**config.mk**
```make
export PLATFORM = sky130hd
export DESIGN_NAME = periodic_timer_list_core
export DESIGN_NICKNAME = d
export VERILOG_FILES = /design/src/design/ptl_pkg.sv /design/src/design/periodic_timer_list_core.sv /design/src/design/ptl_ram.sv /design/src/design/ptl_slot_alloc.sv
export SDC_FILE = /design/constraint.sdc
export NUM_CORES = 2
export LEC_CHECK = 0
export BUFFER_PORTS_ARGS = -buffer_cell sky130_fd_sc_hd__buf_2
export CAP_MARGIN = 25
export CORE_ASPECT_RATIO = 1.75
export CORE_MARGIN = 5
export CORE_UTILIZATION = 40
export DETAILED_ROUTE_END_ITERATION = 8
export PLACE_DENSITY = 0.58
export SKIP_LAST_GASP = 1
export SLEW_MARGIN = 10
export SYNTH_ARGS = -nofsm -noshare
export SYNTH_HDL_FRONTEND = slang
export SYNTH_SLANG_ARGS = --single-unit
```
**constraint.sdc**
```tcl
create_clock -name clk -period 9.8 [get_ports clk]
set_input_delay 2.45 -clock clk [delete_from_list [all_inputs] [get_ports clk]]
set_output_delay 2.45 -clock clk [all_outputs]
set_load 0.02 [all_outputs]
```
**src/design/ptl_pkg.sv**
```systemverilog
`timescale 1ns / 1ps
package ptl_pkg;

  // table size and derived widths
  localparam int SLOTS    = 16;
  localparam int SLOT_W   = (SLOTS > 1) ? $clog2(SLOTS) : 1;
  localparam int STEP_W   = $clog2(SLOTS + 1);
  localparam int HANDLE_W = 5;
  localparam int COUNT_W  = 32;
  localparam int TICK_W   = 64;

  // operation codes
  localparam logic [1:0] OP_TICK   = 2'd0;
  localparam logic [1:0] OP_CREATE = 2'd1;
  localparam logic [1:0] OP_DELETE = 2'd2;

  // result kinds
  localparam logic [1:0] KIND_FIRED  = 2'd0;
  localparam logic [1:0] KIND_CREATE = 2'd1;
  localparam logic [1:0] KIND_DELETE = 2'd2;

  // status codes
  localparam logic [1:0] ST_OK        = 2'd0;
  localparam logic [1:0] ST_REFUSED   = 2'd1;
  localparam logic [1:0] ST_REMOVED   = 2'd0;
  localparam logic [1:0] ST_NOT_FOUND = 2'd1;
  localparam logic [1:0] ST_INVALID   = 2'd2;

  typedef struct packed {
    logic [1:0]          operation;
    logic                has_callback;
    logic [COUNT_W-1:0]  interval;
    logic [HANDLE_W-1:0] handle;
  } in_item_t;

  typedef struct packed {
    logic [1:0]          kind;
    logic [HANDLE_W-1:0] timer_handle;
    logic [1:0]          status;
    logic [TICK_W-1:0]   tick_value;
    logic                last;
  } out_item_t;

  typedef struct packed {
    logic [COUNT_W-1:0] reload;
    logic [COUNT_W-1:0] down;
  } timer_word_t;

  localparam int TIMER_W = $bits(timer_word_t);

  // slot occupancy commands
  typedef struct packed {
    logic              set_en;
    logic [SLOT_W-1:0] set_slot;
    logic              clr_en;
    logic [SLOT_W-1:0] clr_slot;
  } used_cmd_t;

  // lowest free slot report
  typedef struct packed {
    logic              found;
    logic [SLOT_W-1:0] slot;
  } alloc_stat_t;

  function automatic logic [SLOT_W-1:0] slot_of(input logic [HANDLE_W-1:0] h);
    logic [HANDLE_W-1:0] idx;
    idx = h - HANDLE_W'(1);
    return SLOT_W'(idx);
  endfunction

  function automatic logic [HANDLE_W-1:0] handle_of(input logic [SLOT_W-1:0] s);
    return HANDLE_W'(s) + HANDLE_W'(1);
  endfunction

endpackage

```
**src/design/periodic_timer_list_core.sv**
```systemverilog
`timescale 1ns / 1ps
// channel | ports                  | handshake
// --------+------------------------+------------------------------------------
// input   | start, busy, in_item   | beat taken at a clock edge with start high
//         |                        | and busy low
// result  | out_valid, out_item    | one-cycle strobe, no back-pressure
//
// a tick walks every timer on the chain through the link memory, then passes
// through S_FLUSH when any timer fired
// a create passes through S_LINK when the new timer is linked behind a tail
// a delete walks the chain entries up to the match
// reset is synchronous, active low; timer and link memories need no clearing
// results appear the cycle after they are decided and cannot be stalled
module periodic_timer_list_core
  import ptl_pkg::*;
(
  input  logic      clk,
  input  logic      rst_n,
  input  logic      start,
  output logic      busy,
  input  in_item_t  in_item,
  output logic      out_valid,
  output out_item_t out_item
);

  localparam logic [2:0] S_IDLE  = 3'd0;
  localparam logic [2:0] S_TICK  = 3'd1;
  localparam logic [2:0] S_LINK  = 3'd2;
  localparam logic [2:0] S_DEL   = 3'd3;
  localparam logic [2:0] S_FLUSH = 3'd4;

  // control state
  logic [2:0]          state_r, state_nxt;
  logic [HANDLE_W-1:0] head_r, head_nxt;
  logic [HANDLE_W-1:0] tail_r, tail_nxt;
  logic [TICK_W-1:0]   tick_r, tick_nxt;
  logic [HANDLE_W-1:0] cur_r, cur_nxt;
  logic [HANDLE_W-1:0] prev_r, prev_nxt;
  logic [HANDLE_W-1:0] target_r, target_nxt;
  logic [STEP_W-1:0]   steps_r, steps_nxt;
  logic                pend_valid_r, pend_valid_nxt;
  logic [HANDLE_W-1:0] pend_hdl_r, pend_hdl_nxt;
  logic                out_valid_r, out_valid_nxt;
  out_item_t           out_item_r, out_item_nxt;

  // memory ports
  logic                rd_en;
  logic [SLOT_W-1:0]   rd_addr;
  logic                t_wr_en;
  logic [SLOT_W-1:0]   t_wr_addr;
  timer_word_t         t_wr_data;
  logic [TIMER_W-1:0]  t_rd_raw;
  timer_word_t         t_rd;
  logic                l_wr_en;
  logic [SLOT_W-1:0]   l_wr_addr;
  logic [HANDLE_W-1:0] l_wr_data;
  logic [HANDLE_W-1:0] l_rd;

  used_cmd_t           used_cmd;
  alloc_stat_t         alloc;

  // walk helpers
  logic [COUNT_W-1:0]  dec;
  logic [STEP_W-1:0]   steps_inc;
  logic                walk_on;
  logic [HANDLE_W-1:0] new_hdl;

  ptl_ram #(
    .DATA_W (TIMER_W),
    .DEPTH  (SLOTS)
  ) u_timer_ram (
    .clk     (clk),
    .wr_en   (t_wr_en),
    .wr_addr (t_wr_addr),
    .wr_data (t_wr_data),
    .rd_en   (rd_en),
    .rd_addr (rd_addr),
    .rd_data (t_rd_raw)
  );

  ptl_ram #(
    .DATA_W (HANDLE_W),
    .DEPTH  (SLOTS)
  ) u_link_ram (
    .clk     (clk),
    .wr_en   (l_wr_en),
    .wr_addr (l_wr_addr),
    .wr_data (l_wr_data),
    .rd_en   (rd_en),
    .rd_addr (rd_addr),
    .rd_data (l_rd)
  );

  ptl_slot_alloc u_alloc (
    .clk   (clk),
    .rst_n (rst_n),
    .cmd   (used_cmd),
    .stat  (alloc)
  );

  assign t_rd      = timer_word_t'(t_rd_raw);
  assign dec       = t_rd.down - COUNT_W'(1);
  assign steps_inc = steps_r + STEP_W'(1);
  // keep walking while the next link is a live handle and the step bound holds
  assign walk_on   = (l_rd != '0) && (l_rd <= HANDLE_W'(SLOTS))
                     && (steps_inc < STEP_W'(SLOTS));
  assign new_hdl   = handle_of(alloc.slot);

  always_comb begin
    state_nxt      = state_r;
    head_nxt       = head_r;
    tail_nxt       = tail_r;
    tick_nxt       = tick_r;
    cur_nxt        = cur_r;
    prev_nxt       = prev_r;
    target_nxt     = target_r;
    steps_nxt      = steps_r;
    pend_valid_nxt = pend_valid_r;
    pend_hdl_nxt   = pend_hdl_r;
    out_valid_nxt  = 1'b0;
    out_item_nxt   = out_item_r;
    rd_en          = 1'b0;
    rd_addr        = '0;
    t_wr_en        = 1'b0;
    t_wr_addr      = '0;
    t_wr_data      = '0;
    l_wr_en        = 1'b0;
    l_wr_addr      = '0;
    l_wr_data      = '0;
    used_cmd       = '0;

    unique case (state_r)
      S_IDLE: begin
        if (start) begin
          unique case (in_item.operation)
            OP_TICK: begin
              tick_nxt = tick_r + TICK_W'(1);
              if (head_r != '0 && head_r <= HANDLE_W'(SLOTS)) begin
                rd_en          = 1'b1;
                rd_addr        = slot_of(head_r);
                cur_nxt        = head_r;
                steps_nxt      = '0;
                pend_valid_nxt = 1'b0;
                state_nxt      = S_TICK;
              end
            end
            OP_CREATE: begin
              out_valid_nxt           = 1'b1;
              out_item_nxt            = '0;
              out_item_nxt.kind       = KIND_CREATE;
              out_item_nxt.last       = 1'b1;
              if (!in_item.has_callback || !alloc.found) begin
                out_item_nxt.status = ST_REFUSED;
              end else begin
                out_item_nxt.status       = ST_OK;
                out_item_nxt.timer_handle = new_hdl;
                t_wr_en          = 1'b1;
                t_wr_addr        = alloc.slot;
                t_wr_data.reload = in_item.interval;
                t_wr_data.down   = in_item.interval;
                l_wr_en          = 1'b1;
                l_wr_addr        = alloc.slot;
                l_wr_data        = '0;
                used_cmd.set_en   = 1'b1;
                used_cmd.set_slot = alloc.slot;
                tail_nxt          = new_hdl;
                if (tail_r == '0) begin
                  head_nxt = new_hdl;
                end else begin
                  // old tail gets its link in the next cycle
                  prev_nxt  = tail_r;
                  cur_nxt   = new_hdl;
                  state_nxt = S_LINK;
                end
              end
            end
            OP_DELETE: begin
              if (in_item.handle == '0 || head_r == '0) begin
                out_valid_nxt       = 1'b1;
                out_item_nxt        = '0;
                out_item_nxt.kind   = KIND_DELETE;
                out_item_nxt.status = ST_INVALID;
                out_item_nxt.last   = 1'b1;
              end else begin
                rd_en      = 1'b1;
                rd_addr    = slot_of(head_r);
                cur_nxt    = head_r;
                prev_nxt   = '0;
                steps_nxt  = '0;
                target_nxt = in_item.handle;
                state_nxt  = S_DEL;
              end
            end
            default: begin
              // unused code: no effect, no result
            end
          endcase
        end
      end

      S_LINK: begin
        l_wr_en   = 1'b1;
        l_wr_addr = slot_of(prev_r);
        l_wr_data = cur_r;
        state_nxt = S_IDLE;
      end

      S_TICK: begin
        // data for cur_r is on the memory outputs this cycle
        if (t_rd.reload != '0) begin
          t_wr_en   = 1'b1;
          t_wr_addr = slot_of(cur_r);
          t_wr_data.reload = t_rd.reload;
          if (dec == '0) begin
            t_wr_data.down = t_rd.reload;
            // a fire releases the one held back before it
            if (pend_valid_r) begin
              out_valid_nxt             = 1'b1;
              out_item_nxt              = '0;
              out_item_nxt.kind         = KIND_FIRED;
              out_item_nxt.timer_handle = pend_hdl_r;
              out_item_nxt.status       = ST_OK;
              out_item_nxt.tick_value   = tick_r;
              out_item_nxt.last         = 1'b0;
            end
            pend_valid_nxt = 1'b1;
            pend_hdl_nxt   = cur_r;
          end else begin
            t_wr_data.down = dec;
          end
        end
        if (walk_on) begin
          rd_en     = 1'b1;
          rd_addr   = slot_of(l_rd);
          cur_nxt   = l_rd;
          steps_nxt = steps_inc;
        end else if (pend_valid_nxt) begin
          state_nxt = S_FLUSH;
        end else begin
          state_nxt = S_IDLE;
        end
      end

      S_FLUSH: begin
        out_valid_nxt             = 1'b1;
        out_item_nxt              = '0;
        out_item_nxt.kind         = KIND_FIRED;
        out_item_nxt.timer_handle = pend_hdl_r;
        out_item_nxt.status       = ST_OK;
        out_item_nxt.tick_value   = tick_r;
        out_item_nxt.last         = 1'b1;
        pend_valid_nxt            = 1'b0;
        state_nxt                 = S_IDLE;
      end

      S_DEL: begin
        if (cur_r == target_r) begin
          // unlink: predecessor or head takes the successor
          if (prev_r == '0) begin
            head_nxt = l_rd;
          end else begin
            l_wr_en   = 1'b1;
            l_wr_addr = slot_of(prev_r);
            l_wr_data = l_rd;
          end
          if (tail_r == cur_r) begin
            tail_nxt = prev_r;
          end
          used_cmd.clr_en   = 1'b1;
          used_cmd.clr_slot = slot_of(cur_r);
          out_valid_nxt       = 1'b1;
          out_item_nxt        = '0;
          out_item_nxt.kind   = KIND_DELETE;
          out_item_nxt.status = ST_REMOVED;
          out_item_nxt.last   = 1'b1;
          state_nxt           = S_IDLE;
        end else if (walk_on) begin
          rd_en     = 1'b1;
          rd_addr   = slot_of(l_rd);
          prev_nxt  = cur_r;
          cur_nxt   = l_rd;
          steps_nxt = steps_inc;
        end else begin
          out_valid_nxt       = 1'b1;
          out_item_nxt        = '0;
          out_item_nxt.kind   = KIND_DELETE;
          out_item_nxt.status = ST_NOT_FOUND;
          out_item_nxt.last   = 1'b1;
          state_nxt           = S_IDLE;
        end
      end

      default: begin
        state_nxt = S_IDLE;
      end
    endcase
  end

  always_ff @(posedge clk) begin
    if (!rst_n) begin
      state_r      <= S_IDLE;
      head_r       <= '0;
      tail_r       <= '0;
      tick_r       <= '0;
      pend_valid_r <= 1'b0;
      out_valid_r  <= 1'b0;
      steps_r      <= '0;
    end else begin
      state_r      <= state_nxt;
      head_r       <= head_nxt;
      tail_r       <= tail_nxt;
      tick_r       <= tick_nxt;
      pend_valid_r <= pend_valid_nxt;
      out_valid_r  <= out_valid_nxt;
      steps_r      <= steps_nxt;
    end
  end

  // payload registers
  always_ff @(posedge clk) begin
    cur_r      <= cur_nxt;
    prev_r     <= prev_nxt;
    target_r   <= target_nxt;
    pend_hdl_r <= pend_hdl_nxt;
    out_item_r <= out_item_nxt;
  end

  assign busy      = (state_r != S_IDLE);
  assign out_valid = out_valid_r;
  assign out_item  = out_item_r;

endmodule

```
**src/design/ptl_ram.sv**
```systemverilog
`timescale 1ns / 1ps
module ptl_ram #(
  parameter int DATA_W = 8,
  parameter int DEPTH  = 16,
  localparam int ADDR_W = (DEPTH > 1) ? $clog2(DEPTH) : 1
) (
  input  logic              clk,
  input  logic              wr_en,
  input  logic [ADDR_W-1:0] wr_addr,
  input  logic [DATA_W-1:0] wr_data,
  input  logic              rd_en,
  input  logic [ADDR_W-1:0] rd_addr,
  output logic [DATA_W-1:0] rd_data
);

  logic [DATA_W-1:0] mem [DEPTH];
  logic [DATA_W-1:0] rd_data_r;

  always_ff @(posedge clk) begin
    if (wr_en) begin
      mem[wr_addr] <= wr_data;
    end
  end

  always_ff @(posedge clk) begin
    if (rd_en) begin
      rd_data_r <= mem[rd_addr];
    end
  end

  assign rd_data = rd_data_r;

endmodule

```
**src/design/ptl_slot_alloc.sv**
```systemverilog
`timescale 1ns / 1ps
module ptl_slot_alloc
  import ptl_pkg::*;
(
  input  logic        clk,
  input  logic        rst_n,
  input  used_cmd_t   cmd,
  output alloc_stat_t stat
);

  logic [SLOTS-1:0] used_r;
  logic [SLOTS-1:0] used_nxt;

  always_comb begin
    used_nxt = used_r;
    if (cmd.set_en) begin
      used_nxt[cmd.set_slot] = 1'b1;
    end
    if (cmd.clr_en) begin
      used_nxt[cmd.clr_slot] = 1'b0;
    end
  end

  always_ff @(posedge clk) begin
    if (!rst_n) begin
      used_r <= '0;
    end else begin
      used_r <= used_nxt;
    end
  end

  // lowest free slot wins
  always_comb begin
    stat = '0;
    for (int i = SLOTS - 1; i >= 0; i--) begin
      if (!used_r[i]) begin
        stat.found = 1'b1;
        stat.slot  = SLOT_W'(i);
      end
    end
  end

endmodule

```
==> results.toml <==
[outcome]
status = "finished clean"

[setup_path]
path_class = "input pin to flop"
cp-end-kind = "flop"
cp.arrival_ps = 6400
startpoint_type = "input pin"
r2r_start = "u_timer_ram.rd_data[4]"
crit_fanout = 31
worstPathRequired_ps = 10150
critPathLaunch = "in_item[39]"

[drt]
drcViolationCount = 0
dr.pass1.iters = 6
avgViaCountPerCell = 5.57
routedWlPerCell_um = 25.2
dr_total_vias = 33400
routed_wl_um = 151000
drt_iter0_drc = 2756
drtAntennaViolNets = 0

[global_route]
grt_max_degree = 104
grt_pass1_vias = 33000
grt_pass1_wl_um = 220000
grt_overflow_total = 0
grt_usage_pct = 19.9
antenna_found_initial = 5

[yosys]
syn_inst = 3955
synth_top_cell_by_area = "edfxtp_1"
syn_nets = 4013
ys_seq_area_share_pct = 71.8
synthDistinctLibCells = 73
synthFlopType = "edfxtp_1"
synth-edff-count = 1267
ys_top_cells_by_count = "1267 x edfxtp_1, 679 x nand2_1, 420 x mux2i_1"
synth_top_area_share_pct = 68.2
synth_warnings = 0
synth_area_leaders = "edfxtp_1 68%, mux2i_1 7.5%, nand2_1 4.6%"
syn_area_per_cell_um2 = 14.1
mappedNetlistArea_um2 = 55800
yosysMostFrequentCell = "edfxtp_1"
ys_seq_elements = 1367
async_reset_ff_share_pct = 0

[clock_tree]
root_buffer = "clkbuf_16"
cts_resized = 0
clk_latency_ps = 760
cts_buffer_depth = 3
clk_pin_slew_ps = 70
cts_max_level = 3
cts-buffers-inserted = 119
hold_buffers = 0
cts_tree = "built"
post-cts-setup-buffers = 0
cts.sink_count = 1367

[sta]
worstMarginPinSlew_ps = 1040
hold_violations = 0
setup_tns_ps = 0
rsz0062_at_grt = "no"
setup_viol_count_final = 0
drv_slew = 0
max_freq_ghz = 0.165
finalCriticalPeriod_ps = 6050
post-route-period-util_pct = 61.8
fin_skew_ps = 53.5
max_slew_margin_pct = 30.8

[pwr]
p_leak_nw = 19.9
vdd_drop_max_mv = 0.144
power_density_nw_per_um2 = 190

[floorplan]
rows = 181
boundaryPins = 119
initial_core_util_pct = 40.2
die_h_um = 504
fp.dieArea_um2 = 147000
fp.coreArea_um2 = 139000
dieWidth_um = 292

[final_layout]
layout-drive-gt1-share_pct = 9.81
syn2layout_area_growth_pct = 11.9
fin_area_um2 = 62500
nets = 4127
final_cell_count_no_fill = 6000

[placement]
gp_congestion = 0.901
io_buffers = 118
dp_hpwl_um = 87500
postPlaceCellArea_um2 = 58700
numPlacedInstances = 5775

[min_path]
hold_class = "flop to flop"
min_from = "steps_r[3]"

[run]
cap_violations = 0
-- power by group --
group	internal (mW)	switching [mW]	leakage [nW]
registers	6.48	0.0595	12.2
clock network	2.46	2.10	1.80
logic	0.231	0.531	5.90
total	9.17	2.69	19.9
-- through the flow --
| step | hold WS, ps | total power, mW | setup slack (ps) | utilization [%] |
|---|---|---|---|---|
| 2_1_floorplan | 421 | 7.15 | 2230 | - |
| 3_3_place_gp | 448 | 7.42 | 3040 | 42.3 |
| 3_5_place_dp | 474 | 7.43 | 2990 | 42.3 |
| 4_1_cts | 482 | 12.0 | 3820 | 45.0 |
| 5_1_grt | 505 | 12.2 | 3490 | 45.0 |
| 6_report | 487 | 11.9 | 3750 | 45.0 |
-- cell families after synthesis --
logic type	after synthesis	synth area share, %
AND/OR/NAND/NOR	1284	10.4
multiplexers	421	7.55
XOR/XNOR	96	1.51
flip-flops	1367	71.8
AO/OA/AOI/OAI	531	6.56
buffers and inverters	241	1.83
adder cells (fa/ha/maj)	15	0.336
-- worst max-delay path: stages --
cell and delay (ps):
buf_2 110, inv_1 90, ha_1 540, and3_2 670
buf_4 460, nand3_1 140, a221o_1 490, nor2_4 760
buf_4 640
-- cell usage in the layout (no fill, tap or decap), drive strengths merged, types with 49 or more instances in the layout --
cell type / n
edfxtp: 1267
nand2: 679
mux2i: 420
buf: 199
nand3: 188
clkbuf: 163
nor2: 137
dfxtp: 100
and2: 93
o21ai: 88
o211ai: 80
a31oi: 75
o22ai: 75
o22a: 70
a21oi: 51
xnor2: 49
-- routing by layer --
| metal | share of wire [%] | routed length (um) | GRT usage, % |
|---|---|---|---|
| met5 | 0.0073 | 11 | 0 |
| met2 | 53 | 80300 | 36.8 |
| met3 | 5.7 | 8650 | 2.76 |
| met4 | 3.0 | 4470 | 5.94 |
| met1 | 38 | 57600 | 23.9 |
-- cell type report --
class / count / area [um^2]
clock buffer: 163 / 3170
multi-input combinational: 2347 / 15000
timing repair buffer: 199 / 1270
sequential: 1367 / 40000
tap: 1830 / 2290
inverter: 35 / 131
fill: 12200 / 76400
clock inverter: 57 / 542
antenna: 2 / 5.00
-- flip-flops by register name, summed over array words and instances (netlist names) --
| name | flops |
|---|---|
| cur_r | 5 |
| head_r | 5 |
| out_item | 74 |
| out_valid | 1 |
| pend_hdl_r | 5 |
| pend_valid_r | 1 |
| prev_r | 5 |
| state_r | 3 |
| steps_r | 5 |
| tail_r | 5 |
| target_r | 5 |
| tick_r | 64 |
| u_alloc.used_r | 16 |
| u_link_ram.mem | 80 |
| u_link_ram.rd_data | 5 |
| u_timer_ram.mem | 1024 |
| u_timer_ram.rd_data | 64 |
-- worst paths after layout --
check | to | slack (ps) | cells past startpoint
max | u_timer_ram.mem[7][23] | 3750 | 9
min | steps_r[3] | 490 | 1
max reg2reg | u_timer_ram.mem[5][23] | 4680 | 8
min reg2reg | steps_r[3] | 490 | 1
(Power assumes the default switching activity.)
